### src/lsfr_pkg.sv
`default_nettype none
// ----------------------------------------------------------------------------
// lsfr_pkg
// Shared types, codes and helper functions of the LIN sensor frame receiver.
// ----------------------------------------------------------------------------
package lsfr_pkg;

	localparam int unsigned REQ_W   = 2;
	localparam int unsigned BYTE_W  = 8;
	localparam int unsigned ID_W    = 6;
	localparam int unsigned STALE_W = 18;
	localparam int unsigned TEMP_W  = 23;
	localparam int unsigned CFG_W   = 18;

	localparam logic [BYTE_W-1:0] SYNC_BYTE = 8'h55;
	localparam logic [ID_W-1:0]   ID_RESET = 6'd18;
	localparam logic [STALE_W-1:0] STALE_RESET = 18'd3000;

	typedef enum logic [REQ_W-1:0] {
		REQ_BYTE  = 2'd0,
		REQ_START = 2'd1,
		REQ_TICK  = 2'd2,
		REQ_READ  = 2'd3
	} req_t;

	typedef enum logic {
		CFG_FRAME_ID    = 1'b0,
		CFG_STALE_TICKS = 1'b1
	} cfg_idx_t;

	typedef struct packed {
		logic [BYTE_W-1:0]        tx_byte;
		logic                     tx_valid;
		logic signed [TEMP_W-1:0] temp_scaled;
		logic                     read_ok;
		logic                     frame_done;
		logic                     checksum_error;
		logic                     last;
	} res_t;

	localparam res_t RES_ZERO = '0;

	function automatic logic [BYTE_W-1:0] make_pid(input logic [ID_W-1:0] id);
		logic p0;
		logic p1;
		begin
			p0 = id[0] ^ id[1] ^ id[2] ^ id[4];
			p1 = ~(id[1] ^ id[3] ^ id[4] ^ id[5]);
			make_pid = {p1, p0, id};
		end
	endfunction

	function automatic logic [BYTE_W-1:0] add_carry(input logic [BYTE_W-1:0] a,
			input logic [BYTE_W-1:0] b);
		logic [BYTE_W:0] s;
		begin
			s = {1'b0, a} + {1'b0, b};
			add_carry = s[BYTE_W-1:0] + {{(BYTE_W-1){1'b0}}, s[BYTE_W]};
		end
	endfunction

	function automatic logic [BYTE_W-1:0] enhanced_sum(input logic [BYTE_W-1:0] pid,
			input logic [BYTE_W-1:0] d0, input logic [BYTE_W-1:0] d1);
		begin
			enhanced_sum = ~add_carry(add_carry(pid, d0), d1);
		end
	endfunction

endpackage

`default_nettype wire

### src/lin_sensor_frame_receiver_unit.sv
`default_nettype none
// ----------------------------------------------------------------------------
// lin_sensor_frame_receiver_unit
// LIN master frame side for one temperature node: header, response, reading.
// ----------------------------------------------------------------------------
// The first result of an item is held in the input register and then in the
// result queue before it is offered at m_tvalid.
// Throughput: one item per cycle while the result queue has room; a frame
// start needs both slots of the two-entry result queue, so it waits in the
// input register while an entry is left after the pop of that cycle.
// Reset clears control state and the reading; configuration returns to defaults.
module lin_sensor_frame_receiver_unit #(
	parameter int unsigned AGE_BITS = 18
) (
	input  wire logic                       clk,
	input  wire logic                       arst_n,
	input  wire logic                       cfg_we,
	input  wire logic                       cfg_addr,
	input  wire logic [lsfr_pkg::CFG_W-1:0] cfg_wdata,
	input  wire logic                       s_tvalid,
	output logic                            s_tready,
	input  wire logic [7:0]                 s_tdata,  // rx_byte[7:0]
	input  wire logic [1:0]                 s_tuser,  // req_type[1:0]
	output logic                            m_tvalid,
	input  wire logic                       m_tready,
	output logic [31:0]                     m_tdata,  // tx_byte[7:0], temp_scaled[30:8]
	output logic [3:0]                      m_tuser,  // tx_valid, read_ok, frame_done, checksum_error
	output logic                            m_tlast
);
	import lsfr_pkg::*;

	logic               v_s1;
	logic [REQ_W-1:0]   req_s1;
	logic [BYTE_W-1:0]  byte_s1;
	logic               go;
	logic               room;
	logic [1:0]         need;
	res_t               res0;
	res_t               res1;
	res_t               head;

	assign go = v_s1 && room;
	assign s_tready = !v_s1 || go;

	always_ff @(posedge clk or negedge arst_n) begin
		if (!arst_n) begin
			v_s1 <= 1'b0;
		end else if (s_tready) begin
			v_s1 <= s_tvalid;
		end
	end

	always_ff @(posedge clk) begin
		if (s_tready && s_tvalid) begin
			req_s1 <= s_tuser;
			byte_s1 <= s_tdata;
		end
	end

	lsfr_core #(
		.AGE_BITS(AGE_BITS)
	) u_core (
		.clk(clk),
		.arst_n(arst_n),
		.cfg_we(cfg_we),
		.cfg_addr(cfg_addr),
		.cfg_wdata(cfg_wdata),
		.go(go),
		.req_type(req_s1),
		.rx_byte(byte_s1),
		.res0(res0),
		.res1(res1),
		.need(need)
	);

	lsfr_resq u_resq (
		.clk(clk),
		.arst_n(arst_n),
		.need(need),
		.push(go),
		.res0(res0),
		.res1(res1),
		.room(room),
		.head_valid(m_tvalid),
		.pop_ready(m_tready),
		.head(head)
	);

	assign m_tdata = {1'b0, head.temp_scaled, head.tx_byte};
	assign m_tuser = {head.checksum_error, head.frame_done, head.read_ok, head.tx_valid};
	assign m_tlast = head.last;

endmodule

`default_nettype wire

### src/lsfr_core.sv
`default_nettype none
// ----------------------------------------------------------------------------
// lsfr_core
// Frame state, configuration registers and result generation for one item.
// ----------------------------------------------------------------------------
module lsfr_core #(
	parameter int unsigned AGE_BITS = 18
) (
	input  wire logic                          clk,
	input  wire logic                          arst_n,
	input  wire logic                          cfg_we,
	input  wire logic                          cfg_addr,
	input  wire logic [lsfr_pkg::CFG_W-1:0]    cfg_wdata,
	input  wire logic                          go,
	input  wire logic [lsfr_pkg::REQ_W-1:0]    req_type,
	input  wire logic [lsfr_pkg::BYTE_W-1:0]   rx_byte,
	output lsfr_pkg::res_t                     res0,
	output lsfr_pkg::res_t                     res1,
	output logic [1:0]                         need
);
	import lsfr_pkg::*;

	localparam int unsigned CMP_W = (AGE_BITS > STALE_W) ? AGE_BITS : STALE_W;

	logic [ID_W-1:0]         frame_id_q;
	logic [STALE_W-1:0]      stale_q;
	logic [1:0]              count_q;
	logic [BYTE_W-1:0]       d0_q;
	logic [BYTE_W-1:0]       d1_q;
	logic signed [TEMP_W-1:0] temp_q;
	logic                    have_q;
	logic [AGE_BITS-1:0]     age_q;

	logic [BYTE_W-1:0]       pid;
	logic                    sum_ok;
	logic                    fresh;
	logic signed [15:0]      raw;
	logic signed [23:0]      prod;
	req_t                    req;

	always_comb begin
		req = req_t'(req_type);
		pid = make_pid(frame_id_q);
		sum_ok = enhanced_sum(pid, d0_q, d1_q) == rx_byte;
		fresh = have_q && (CMP_W'(age_q) <= CMP_W'(stale_q));
		raw = $signed({d1_q, d0_q});
		prod = 24'(raw) * 24'sd100;
	end

	always_comb begin
		res0 = RES_ZERO;
		res1 = RES_ZERO;
		need = 2'd0;
		case (req)
			REQ_START: begin
				need = 2'd2;
				res0.tx_byte = SYNC_BYTE;
				res0.tx_valid = 1'b1;
				res1.tx_byte = pid;
				res1.tx_valid = 1'b1;
				res1.last = 1'b1;
			end
			REQ_READ: begin
				need = 2'd1;
				res0.read_ok = fresh;
				res0.temp_scaled = fresh ? temp_q : '0;
				res0.last = 1'b1;
			end
			REQ_BYTE: begin
				if (count_q == 2'd2) begin
					need = 2'd1;
					res0.frame_done = 1'b1;
					res0.checksum_error = !sum_ok;
					res0.last = 1'b1;
				end
			end
			default: begin
				need = 2'd0;
			end
		endcase
	end

	always_ff @(posedge clk or negedge arst_n) begin
		if (!arst_n) begin
			frame_id_q <= ID_RESET;
			stale_q <= STALE_RESET;
		end else if (cfg_we) begin
			case (cfg_idx_t'(cfg_addr))
				CFG_FRAME_ID: frame_id_q <= cfg_wdata[ID_W-1:0];
				CFG_STALE_TICKS: stale_q <= cfg_wdata[STALE_W-1:0];
				default: frame_id_q <= frame_id_q;
			endcase
		end
	end

	always_ff @(posedge clk or negedge arst_n) begin
		if (!arst_n) begin
			count_q <= 2'd0;
			temp_q <= '0;
			have_q <= 1'b0;
			age_q <= '0;
		end else if (go) begin
			case (req)
				REQ_START: count_q <= 2'd0;
				REQ_TICK: begin
					if (age_q != {AGE_BITS{1'b1}}) begin
						age_q <= age_q + AGE_BITS'(1);
					end
				end
				REQ_BYTE: begin
					if (count_q == 2'd2) begin
						count_q <= 2'd0;
						if (sum_ok) begin
							temp_q <= prod[TEMP_W-1:0];
							have_q <= 1'b1;
							age_q <= '0;
						end
					end else begin
						count_q <= count_q + 2'd1;
					end
				end
				default: count_q <= count_q;
			endcase
		end
	end

	always_ff @(posedge clk) begin
		if (go && req == REQ_BYTE) begin
			if (count_q == 2'd0) begin
				d0_q <= rx_byte;
			end else if (count_q == 2'd1) begin
				d1_q <= rx_byte;
			end
		end
	end

endmodule

`default_nettype wire

### src/lsfr_resq.sv
`default_nettype none
// ----------------------------------------------------------------------------
// lsfr_resq
// Two-entry result queue that takes up to two results per cycle when it has room.
// ----------------------------------------------------------------------------
module lsfr_resq (
	input  wire logic            clk,
	input  wire logic            arst_n,
	input  wire logic [1:0]      need,
	input  wire logic            push,
	input  wire lsfr_pkg::res_t  res0,
	input  wire lsfr_pkg::res_t  res1,
	output logic                 room,
	output logic                 head_valid,
	input  wire logic            pop_ready,
	output lsfr_pkg::res_t       head
);
	import lsfr_pkg::*;

	logic [1:0] count_q;
	res_t       e0_q;
	res_t       e1_q;
	logic       pop;
	logic [1:0] cnt_a;
	logic [1:0] free;
	logic [1:0] push_n;
	res_t       n0;
	res_t       n1;

	assign head_valid = count_q != 2'd0;
	assign head = e0_q;

	always_comb begin
		pop = head_valid && pop_ready;
		cnt_a = count_q - {1'b0, pop};
		free = 2'd2 - cnt_a;
		room = need <= free;
		push_n = push ? need : 2'd0;
		n0 = pop ? e1_q : e0_q;
		n1 = e1_q;
		case (cnt_a)
			2'd0: begin
				if (push_n != 2'd0) n0 = res0;
				if (push_n == 2'd2) n1 = res1;
			end
			2'd1: begin
				if (push_n != 2'd0) n1 = res0;
			end
			default: begin
				n1 = n1;
			end
		endcase
	end

	always_ff @(posedge clk or negedge arst_n) begin
		if (!arst_n) begin
			count_q <= 2'd0;
		end else begin
			count_q <= cnt_a + push_n;
		end
	end

	always_ff @(posedge clk) begin
		e0_q <= n0;
		e1_q <= n1;
	end

endmodule

`default_nettype wire
### config.mk
export PLATFORM = sky130hd
export DESIGN_NAME = lin_sensor_frame_receiver_unit
export DESIGN_NICKNAME = d
export VERILOG_FILES = /design/src/lsfr_pkg.sv /design/src/lin_sensor_frame_receiver_unit.sv /design/src/lsfr_core.sv /design/src/lsfr_resq.sv
export SDC_FILE = /design/constraint.sdc
export NUM_CORES = 1
export LEC_CHECK = 0
export BUFFER_PORTS_ARGS = -buffer_cell sky130_fd_sc_hd__buf_2
export CAP_MARGIN = 25
export CORE_ASPECT_RATIO = 0.5
export CORE_MARGIN = 1
export CORE_UTILIZATION = 45
export CTS_CLUSTER_SIZE = 16
export DETAILED_ROUTE_END_ITERATION = 10
export GPL_ROUTABILITY_DRIVEN = 0
export PLACE_DENSITY = 0.72
export SLEW_MARGIN = 10
export SYNTH_ARGS = -nofsm -noshare
export SYNTH_HDL_FRONTEND = slang
export SYNTH_SLANG_ARGS = --single-unit
### constraint.sdc
create_clock -name clk -period 5.4 [get_ports clk]
set_clock_uncertainty 0.1 [all_clocks]
set_input_delay 1.08 -clock clk [delete_from_list [all_inputs] [get_ports clk]]
set_output_delay 1.08 -clock clk [all_outputs]
set_load 0.01 [all_outputs]
# == Word-level counts from Yosys, hierarchy flattened ==
# Index checks and enable logic that the tools add are counted.
# totals
in_bits,34
word_cells,109
register_bits,167
# classes
n_lt_le_gt_ge,2
mux,23
add_sub_neg,9
n_reduce_logical,24
mul,1
n_eq_ne,14
bitwise_logic,10
# ops
op,n
36-bit 2-to-1 mux,5
36-bit case mux with 2 select lines,1
18-bit 2-to-1 mux,3
18-bit case mux with 2 select lines,1
24-bit 2-to-1 mux,1
23-bit 2-to-1 mux,1
16-bit by 6-bit multiplier with 21-bit output (second input constant),1
18-bit by 1-bit adder with 18-bit output (second input constant),1
8-bit by 8-bit adder with 9-bit output,2
18-bit <= comparator,1
18-bit inequality test (second input constant),1
8-bit by 1-bit adder with 8-bit output,2
2-bit by 1-bit inequality test with 1-bit output (second input constant),5
2-bit nonzero test,5
9-bit 2-to-1 mux,1
2-bit equality test (second input constant),4
8-bit equality test,1
8-bit 2-to-1 mux,1
8-bit inverter,1
2-bit AND reduction,4
2-bit by 1-bit equality test with 1-bit output (second input constant),3
2-bit zero test,3
2-bit 2-to-1 mux,3
2-bit case mux with 3 select lines,1
17 further kinds,31

# == Longest topological paths before layout ==
# Gate-level depths: netlist (run 1).
# depth
depth_word,15
mapped_depth,29
depth_no_buf,28

# == Hierarchy ==
# From an unflattened synthesis (run 1), not the netlist that was laid out.
# unflattened
cells_unflattened,1086
hier_area_um2,10934.2
# by_module_without_submodules
module,area_each_um2,instances,cells_each
lsfr_core,7340.8,1,771
lsfr_resq,3221.8,1,298
lin_sensor_frame_receiver_unit,371.6,1,17

# == Worst setup path after synthesis (run 1) ==
# No wires, ideal clock.
# synth_timing
kind,in2reg
startpoint,in m_tready
endpoint,"reg u_resq.e1_q[0] in the netlist's numbering, enable pin"
cell_stages,13
t_arrival_ns,5.815
required_time_ns,4.823
slack_ns,-0.991
path_buffers,2
cell_sequence,nand2_1 -> inv_2 -> clkbuf_1 -> ha_1 -> xnor2_1 -> ha_1 -> ha_1 -> nor2b_1 -> o21ai_1 -> and2_1 -> buf_2 -> o21ai_0 -> a211oi_1
# synth_between
elab_chain_cells,9
# synth_rtl
element,line_no,rtl
"start, declared",lin_sensor_frame_receiver_unit.sv:25,"input wire logic m_tready,"
1-bit logical AND (*),lsfr_resq.sv:34,pop = head_valid && pop_ready;
2-bit by 1-bit subtractor with 2-bit output (*),lsfr_resq.sv:35,"cnt_a = count_q - {1'b0, pop};"
2-bit subtractor,lsfr_resq.sv:36,free = 2'd2 - cnt_a;
2-bit <= comparator,lsfr_resq.sv:37,room = need <= free;
1-bit logical AND,lin_sensor_frame_receiver_unit.sv:42,assign go = v_s1 && room;
2-bit 2-to-1 mux,lsfr_resq.sv:38,push_n = push ? need : 2'd0;
2-bit equality test or 2-bit nonzero test (tied branches),"lsfr_resq.sv:44, lsfr_resq.sv:47",
2-bit by 1-bit inequality test with 1-bit output (no line),--,
3-bit AND reduction (no line) (*),--,
"end signal, assigned",lsfr_resq.sv:65,e1_q <= n1;
"end, declared",lsfr_resq.sv:22,res_t e1_q;
# Mark *: on every way between the ends. The rest lies on a longest branch, timed or not.
# A chain may end at the register's enable or synchronous reset.

# == Final worst setup path (run 1) ==
# layout_timing
startpoint,reg u_core.frame_id_q[0]
endpoint,reg u_core.temp_q[13]
# layout_between
elab_chain_cells,10
# layout_rtl
element,line_no,rtl
"start, declared",lsfr_core.sv:25,logic [ID_W-1:0] frame_id_q;
"start signal, assigned",lsfr_core.sv:89,CFG_FRAME_ID: frame_id_q <= cfg_wdata[ID_W-1:0];
"start signal, assigned",lsfr_core.sv:91,default: frame_id_q <= frame_id_q;
1-bit XOR (3 in a row),lsfr_pkg.sv:47,p0 = id[0] ^ id[1] ^ id[2] ^ id[4];
8-bit by 8-bit adder with 9-bit output (*),lsfr_pkg.sv:57,"s = {1'b0, a} + {1'b0, b};"
8-bit by 1-bit adder with 8-bit output (*),lsfr_pkg.sv:58,"add_carry = s[BYTE_W-1:0] + {{(BYTE_W-1){1'b0}}, s[BYTE_W]};"
8-bit by 8-bit adder with 9-bit output (*),lsfr_pkg.sv:57,
8-bit by 1-bit adder with 8-bit output (*),lsfr_pkg.sv:58,
8-bit inverter (*),lsfr_pkg.sv:65,"enhanced_sum = ~add_carry(add_carry(pid, d0), d1);"
8-bit equality test (*),lsfr_core.sv:44,"sum_ok = enhanced_sum(pid, d0_q, d1_q) == rx_byte;"
4-bit AND reduction (no line) (*),--,
"end signal, assigned",lsfr_core.sv:114,temp_q <= prod[TEMP_W-1:0];
"end, declared",lsfr_core.sv:30,logic signed [TEMP_W-1:0] temp_q;
# Marks and branches as above.

==> impl_metrics.csv, run 1 <==
group,metric,value,unit
status,status,"complete, but fails checks",
status,violations,"negative setup slack",
drt,wl_per_cell,16.1,µm
setup_path,critPathLaunchType,"flop",
power_and_ir_drop,seq_power_share,25.5,%
timing,slew_headroom,38.2,%
timing,fmax,174,MHz
finish,diodes,0,
clock_tree,numCtsBuffers,17,
finish,drive_above_1_share,25.1,%
die,start_util,46.0,%
clock_tree,clk_path_buf_depth,2,
synth,synth-warning-count,0,
setup_path,timing.rr.start,"u_core.frame_id_q[0]$_DFFE_PN0P_",
finish,nets,1201,
die,fp.dieW,213,µm
setup_path,max_stage_delay,420,ps
timing,finalCritPeriodShare,106,%
synth,async_reset_ff_share,41.8,%
synth,synth_edf_count,60,
power_and_ir_drop,leakagePower,5.56,nW
synth,ys_seq_area_share,42.6,%
timing,hold_viol,0,
clock_tree,numClockSinks,165,
timing,slew_viol_final,0,
setup_path,reg2reg_to,"u_core.temp_q[13]$_DFFE_PN0P_",
power_and_ir_drop,swShare,42.9,%
power_and_ir_drop,p_int,4.54,mW
finish,final_area,11900,µm²
global_routing,first_global_vias,7128,
synth,synthCells,937,
global_routing,grt_pass1_wl,35200,µm
setup_path,crit_path_end_kind,"flop",
hold_path,min_from,"u_resq.head[33]$_DFF_P_",
clock_tree,htreeDepth,4,
synth,yosysMostFrequentCell,"inv_1",
timing,holdWs,368,ps
drt,drt_iter0_drc,434,
hold_path,worstHoldEndpoint,"u_resq.head[33]$_DFF_P_",
timing,setup_viol,42,
drt,drc_errors,0,
synth,synth_common_cells,"inv_1, nand2_1, ha_1",
global_routing,grt_overflow,0,
global_routing,grt_max_degree,70,
synth,yosys.area.top_type,"edfxtp_1",
power_and_ir_drop,p_total,7.96,mW
die,rows,38,
drt,dr.pass1.iters,5,
die,core_area,21700,µm²
timing,min_period,5730,ps
placement,placed_cells,1307,
synth,synth_cell_type_count,70,
job,cap_violations,0,
synth,syn-cell-area,10000,µm²
synth,ys_seq_elements,165,
setup_path,worst-path-buf-inv,6,
synth,synthTopCellsByArea,"edfxtp_1, dfrtp_1, ha_1, dfxtp_1, inv_1",
placement,portBuffers,71,
finish,synthToLayoutAreaGrowth,19.1,%
finish,fin_util,54.8,%
setup_path,ff2ff_setup_slack,-330,ps
setup_path,cp_slowest_cell,"or3_4",
drt,drt-total-wl,22000,µm
power_and_ir_drop,power_frac_comb,60.1,%
timing,postLayoutSetupSlackWorst,-333,ps
setup_path,cp_max_fo,6,
hold_path,hold_depth,2,
setup_path,r2r_cells,27,
power_and_ir_drop,powerDensity,669,nW/µm²
global_routing,antenna_found_initial,0,
power_and_ir_drop,pwr-share-clk,14.4,%
die,dieArea,22900,µm²
placement,place_area,11000,µm²
die,pin_count,73,
placement,place_worst_setup_slack,-285,ps
drt,detail-route-antenna-nets,0,
synth,synth_top_cell_area_share,18.0,%
timing,setup_tns,-10590,ps
power_and_ir_drop,power.switching,3.42,mW
timing,worst_slew_pin_slew,928,ps
setup_path,path_delay_family,"adder cells",
timing,rsz0062_at_grt,"yes",
synth,synth_top_flop_cell,"edfxtp_1",
clock_tree,root_buffer,"clkbuf_16",
drt,viasPerCell,5.24,
placement,post-dp-hpwl,15300,µm
clock_tree,worst_skew_pair.late_latency,440,ps
finish,fin_cells,1365,
drt,vias,7148,
die,die_y,107,µm
clock_tree,path_clk_slew,70,ps
setup_path,crit_arrival,5940,ps
setup_path,crit_top_cell,"ha_4",
setup_path,path_class,"reg2reg",
setup_path,critical_path_required,5610,ps
power_and_ir_drop,peakVddDrop,0.331,mV
clock_tree,cts_tree,"yes",
hold_path,min_path_type,"reg2reg",
synth,syn_nets,1086,
global_routing,grt.total_usage,19.7,%
synth,syn_area_per_cell,10.7,µm²
## metal layers
layer  up-vias  part of all wire (%)  global-route usage (%)
li1       3507                     -                       -
met1      3483                    46                    24.5
met2       124                    49                    34.5
met3        34                   3.4                    3.76
met4         0                   1.7                    6.63
met5         -                     0                       0
## area by class of cell
| cell class | instances | area, µm² |
|---|---|---|
| multi-input combinational | 633 | 5410 |
| clock buffer | 21 | 462 |
| sequential | 165 | 4260 |
| fill | 1830 | 9820 |
| tap | 300 | 375 |
| inverter | 106 | 398 |
| timing repair buffer | 129 | 920 |
| clock inverter | 11 | 87.6 |
## worst max path at each step
stage / cells after the start / startpoint / slack, ps / endpoint
6_report: 27 / u_core.frame_id_q[0]$_DFFE_PN0P_ / -330 / u_core.temp_q[13]$_DFFE_PN0P_
5_1_grt: 29 / u_core.d0_q[0]$_DFFE_PP_ / -500 / u_core.temp_q[13]$_DFFE_PN0P_
4_1_cts: 28 / u_core.frame_id_q[1]$_DFFE_PN1P_ / -220 / u_core.temp_q[5]$_DFFE_PN0P_
3_5_place_dp: 29 / u_core.frame_id_q[0]$_DFFE_PN0P_ / -290 / u_core.temp_q[2]$_DFFE_PN0P_
3_3_place_gp: 28 / u_core.frame_id_q[0]$_DFFE_PN0P_ / -0.3 / u_core.temp_q[22]$_DFFE_PN0P_
2_1_floorplan: 28 / u_core.d0_q[0]$_DFFE_PP_ / 10 / u_core.temp_q[10]$_DFFE_PN0P_
## worst register-to-register path, cell delays in order, from the launching register on
cell,delay [ps]
dfrtp_1,380
buf_4,130
buf_4,130
xnor2_1,260
xnor2_1,220
ha_1,320
inv_1,80
o21bai_1,90
a21o_1,210
ha_4,180
ha_4,270
inv_2,40
fa_2,350
nand2b_4,170
a21oi_4,180
a31oi_4,100
and2b_1,200
o21ai_1,60
nand2b_1,120
ha_4,170
nand3_4,80
nor3_4,230
a31oi_2,140
or3_4,420
a2111oi_4,310
buf_6,220
buf_12,150
mux2_4,300
## sequential cells by signal (all words and copies together) (netlist names), 8 cells and up
register,cells
u_core.d0_q,8
u_resq.e1_q,34
u_core.stale_q,18
u_core.d1_q,8
u_core.age_q,18
u_core.temp_q,21
byte_s1,8
u_resq.head,36
## placed cells by master, fill, tap and decap left out, types with 5 or more instances in the layout
| master | netlist | final |
|---|---|---|
| dfrtp_1 | 60 | 60 |
| mux2i_1 | 24 | 24 |
| o221ai_1 | 8 | 7 |
| nor2b_1 | 6 | 6 |
| a31oi_1 | 9 | 7 |
| mux2_2 | 25 | 23 |
| clkbuf_16 | 0 | 21 |
| dfstp_2 | 9 | 9 |
| and2_1 | 9 | 8 |
| nand2_1 | 101 | 99 |
| inv_2 | 1 | 6 |
| fa_1 | 16 | 14 |
| a21o_1 | 19 | 19 |
| edfxtp_1 | 60 | 60 |
| and3_1 | 7 | 6 |
| nor2_1 | 19 | 18 |
| ha_1 | 99 | 93 |
| inv_1 | 105 | 100 |
| buf_2 | 2 | 71 |
| buf_4 | 1 | 48 |
| xor2_1 | 14 | 12 |
| o21a_1 | 5 | 5 |
| nand3_1 | 10 | 9 |
| o21ai_0 | 28 | 25 |
| o22ai_1 | 22 | 22 |
| nand4_1 | 9 | 9 |
| a21oi_1 | 45 | 43 |
| and3b_1 | 21 | 21 |
| mux2_4 | 19 | 21 |
| nor3_1 | 17 | 17 |
| or3_1 | 5 | 5 |
| dfxtp_1 | 36 | 36 |
| o21bai_1 | 6 | 6 |
| xnor2_1 | 32 | 31 |
## kinds of logic after synthesis
family,Yosys count,share of synthesized area [%]
muxes,68,8.07
adders and majority gates,115,15.6
AOI/OAI and AO/OA,168,11.0
other,1,0.0375
DFF,165,42.6
and+or+nand+nor,229,12.0
xor gates and xnor gates,52,5.26
buffers and inverters,139,5.43
## power groups by stage
stage	logic, mW	registers, mW	clock network [mW]
6_report	4.79	2.03	1.15
5_1_grt	5.30	2.07	1.22
4_1_cts	4.57	2.03	1.17
3_5_place_dp	4.39	2.05	0
3_3_place_gp	4.24	2.04	0
2_1_floorplan	3.24	2.04	0
## repair_timing
item | CTS | global route
pin swaps | 19 | 16
setup buffers | 14 | 6
resized for setup | 14 | 12
cloned | 2 | 4
hold buffers | 0 | 0
setup endpoints to repair | 42 | 42
No activity file was read; power rests on OpenSTA's default activity.
==> run 2, diff against run 1 <==
--- a/config.mk
+++ b/config.mk
@@ -13,6 +13,7 @@
 export CTS_CLUSTER_SIZE = 16
 export DETAILED_ROUTE_END_ITERATION = 10
 export GPL_ROUTABILITY_DRIVEN = 0
+export GPL_TIMING_DRIVEN = 0
 export PLACE_DENSITY = 0.72
 export SLEW_MARGIN = 10
 export SYNTH_ARGS = -nofsm -noshare
==> run 2 against run 1 <==
Net effect:
- the run still ends with negative setup slack left
- sequential share of layout area grew 0.15 points
- non-clock buffer count grew 5
- cell count grew 0.37%
- global-route usage grew 0.52 points
- highest routed layer unchanged
==> impl_metrics.csv, run 2 (same netlist as run 1, synthesis figures left out) <==
group,metric,value,unit
status,status,"complete, but fails checks",
status,violations,"negative setup slack",
timing,slew_viol_final,0,
timing,worst_slew_pin_slew,807,ps
drt,wl_per_cell,16.1,µm
power_and_ir_drop,powerDensity,669,nW/µm²
global_routing,grt_pass1_wl,35800,µm
setup_path,crit_arrival,5790,ps
clock_tree,worst_skew_pair.late_latency,430,ps
timing,rsz0062_at_grt,"yes",
timing,fmax,179,MHz
clock_tree,cts_tree,"yes",
finish,multiInputGateArea,5440,µm²
drt,vias,7194,
finish,nFillCells,1801,
timing,setup_viol,42,
die,start_util,46.0,%
timing,hold_viol,0,
timing,slew_headroom,46.2,%
hold_path,min_path_type,"reg2reg",
finish,layout_common_cells,"inv_1, nand2_1, ha_1, buf_2",
setup_path,cp_num_cells,29,
finish,diodes,0,
setup_path,crit_path_end_kind,"flop",
drt,dr.pass1.iters,5,
clock_tree,htreeDepth,4,
drt,drc_errors,0,
placement,place_area,10900,µm²
finish,synthToLayoutAreaGrowth,18.6,%
drt,viasPerCell,5.25,
drt,drt-total-wl,22100,µm
drt,detail-route-antenna-nets,0,
setup_path,max_stage_delay,410,ps
clock_tree,clk_path_buf_depth,2,
job,cap_violations,0,
die,dieArea,22900,µm²
power_and_ir_drop,leakagePower,5.49,nW
global_routing,grt_overflow,0,
global_routing,grt_max_degree,58,
clock_tree,numClockSinks,165,
finish,final_common_cell,"inv_1",
die,die_y,107,µm
setup_path,critical_path_required,5610,ps
die,pin_count,73,
setup_path,cp_slowest_cell,"or3_4",
power_and_ir_drop,peakVddDrop,0.308,mV
setup_path,path_delay_family,"compound AO/OA/AOI/OAI gates",
finish,nets,1206,
timing,postLayoutSetupSlackWorst,-176,ps
finish,final_area,11900,µm²
drt,drt_iter0_drc,422,
setup_path,critPathLaunchType,"flop",
die,core_area,21700,µm²
finish,largest_register_ff_count,36,
placement,post-dp-hpwl,16500,µm
die,rows,38,
finish,drive_above_1_share,23.5,%
timing,finalCritPeriodShare,103,%
finish,fin_cells,1370,
global_routing,antenna_found_initial,0,
die,fp.dieW,213,µm
placement,placed_cells,1312,
finish,final-seq-area,4260,µm²
setup_path,r2r_cells,29,
clock_tree,path_clk_slew,70,ps
clock_tree,numCtsBuffers,17,
clock_tree,root_buffer,"clkbuf_16",
hold_path,hold_depth,2,
global_routing,first_global_vias,7164,
global_routing,grt.total_usage,20.2,%
setup_path,path_class,"reg2reg",
clock_tree,hold_buffers,0,
placement,portBuffers,71,
setup_path,cp_max_fo,10,
setup_path,worst-path-buf-inv,5,
timing,min_period,5580,ps
## run 2: where the power goes
group | switching [mW] | internal (mW) | leakage [nW]
clock | 0.545 | 0.657 | 0.289
combinational | 2.58 | 2.12 | 3.53
sequential | 0.271 | 1.76 | 1.67
## run 2: area by class of cell
cell class | count | share of cell area [%]
multi-input combinational | 633 | 45.9
sequential | 165 | 35.9
timing repair buffer | 102 | 5.52
clock buffer | 17 | 3.59
inverter | 106 | 3.36
tap | 300 | 3.17
clock inverter | 15 | 1.35
buffer | 32 | 1.24
## run 2: final timing paths
kind,endpoint,startpoint,slack (ps)
worst max-delay path,u_core.temp_q[13]$_DFFE_PN0P_,u_core.frame_id_q[0]$_DFFE_PN0P_,-180
worst min-delay path,u_resq.head[33]$_DFF_P_,u_resq.head[33]$_DFF_P_,370
worst max register to register,u_core.temp_q[13]$_DFFE_PN0P_,u_core.frame_id_q[0]$_DFFE_PN0P_,-180
worst min register to register,u_resq.head[33]$_DFF_P_,u_resq.head[33]$_DFF_P_,370
max in group asynchronous,u_core.stale_q[11]$_DFFE_PN1P_,arst_n,4200
min in group asynchronous,u_core.temp_q[16]$_DFFE_PN0P_,arst_n,400
## run 2: worst reg2reg max path, delay by kind of cell, from the launching register on
family,cells,cell delay [ps]
AO/OA/AOI/OAI,11,1610
adder cells (fa/ha/maj),6,1360
AND/OR/NAND/NOR,6,1200
buffers and inverters,5,500
flip-flops,1,400
multiplexers,1,300
## run 2: timing repair
action	CTS	global route
setup endpoints to repair	42	42
gates resized for setup	28	13
pin swaps	25	22
buffers inserted	23	5
cloned	1	0
## run 2: metrics by stage
step	hold slack, ps	worst slack [ps]	utilization, %	TNS, ps	power (mW)
after global routing	380	-450	54.6	-15890	8.56
final	367	-176	54.6	-4700	7.93
after global placement	349	-856	49.8	-48750	6.13
after floorplan	339	10.0	-	0	5.28
after detailed placement	353	-789	50.2	-28080	6.33
after CTS	362	-253	54.3	-7720	7.76
## run 2: routing by layer
metal  share of wire, %  GRT usage (%)
met2                 50           35.5
met1                 45           25.5
met3                3.3           4.00
met4                1.3           5.40
met5                  0              0
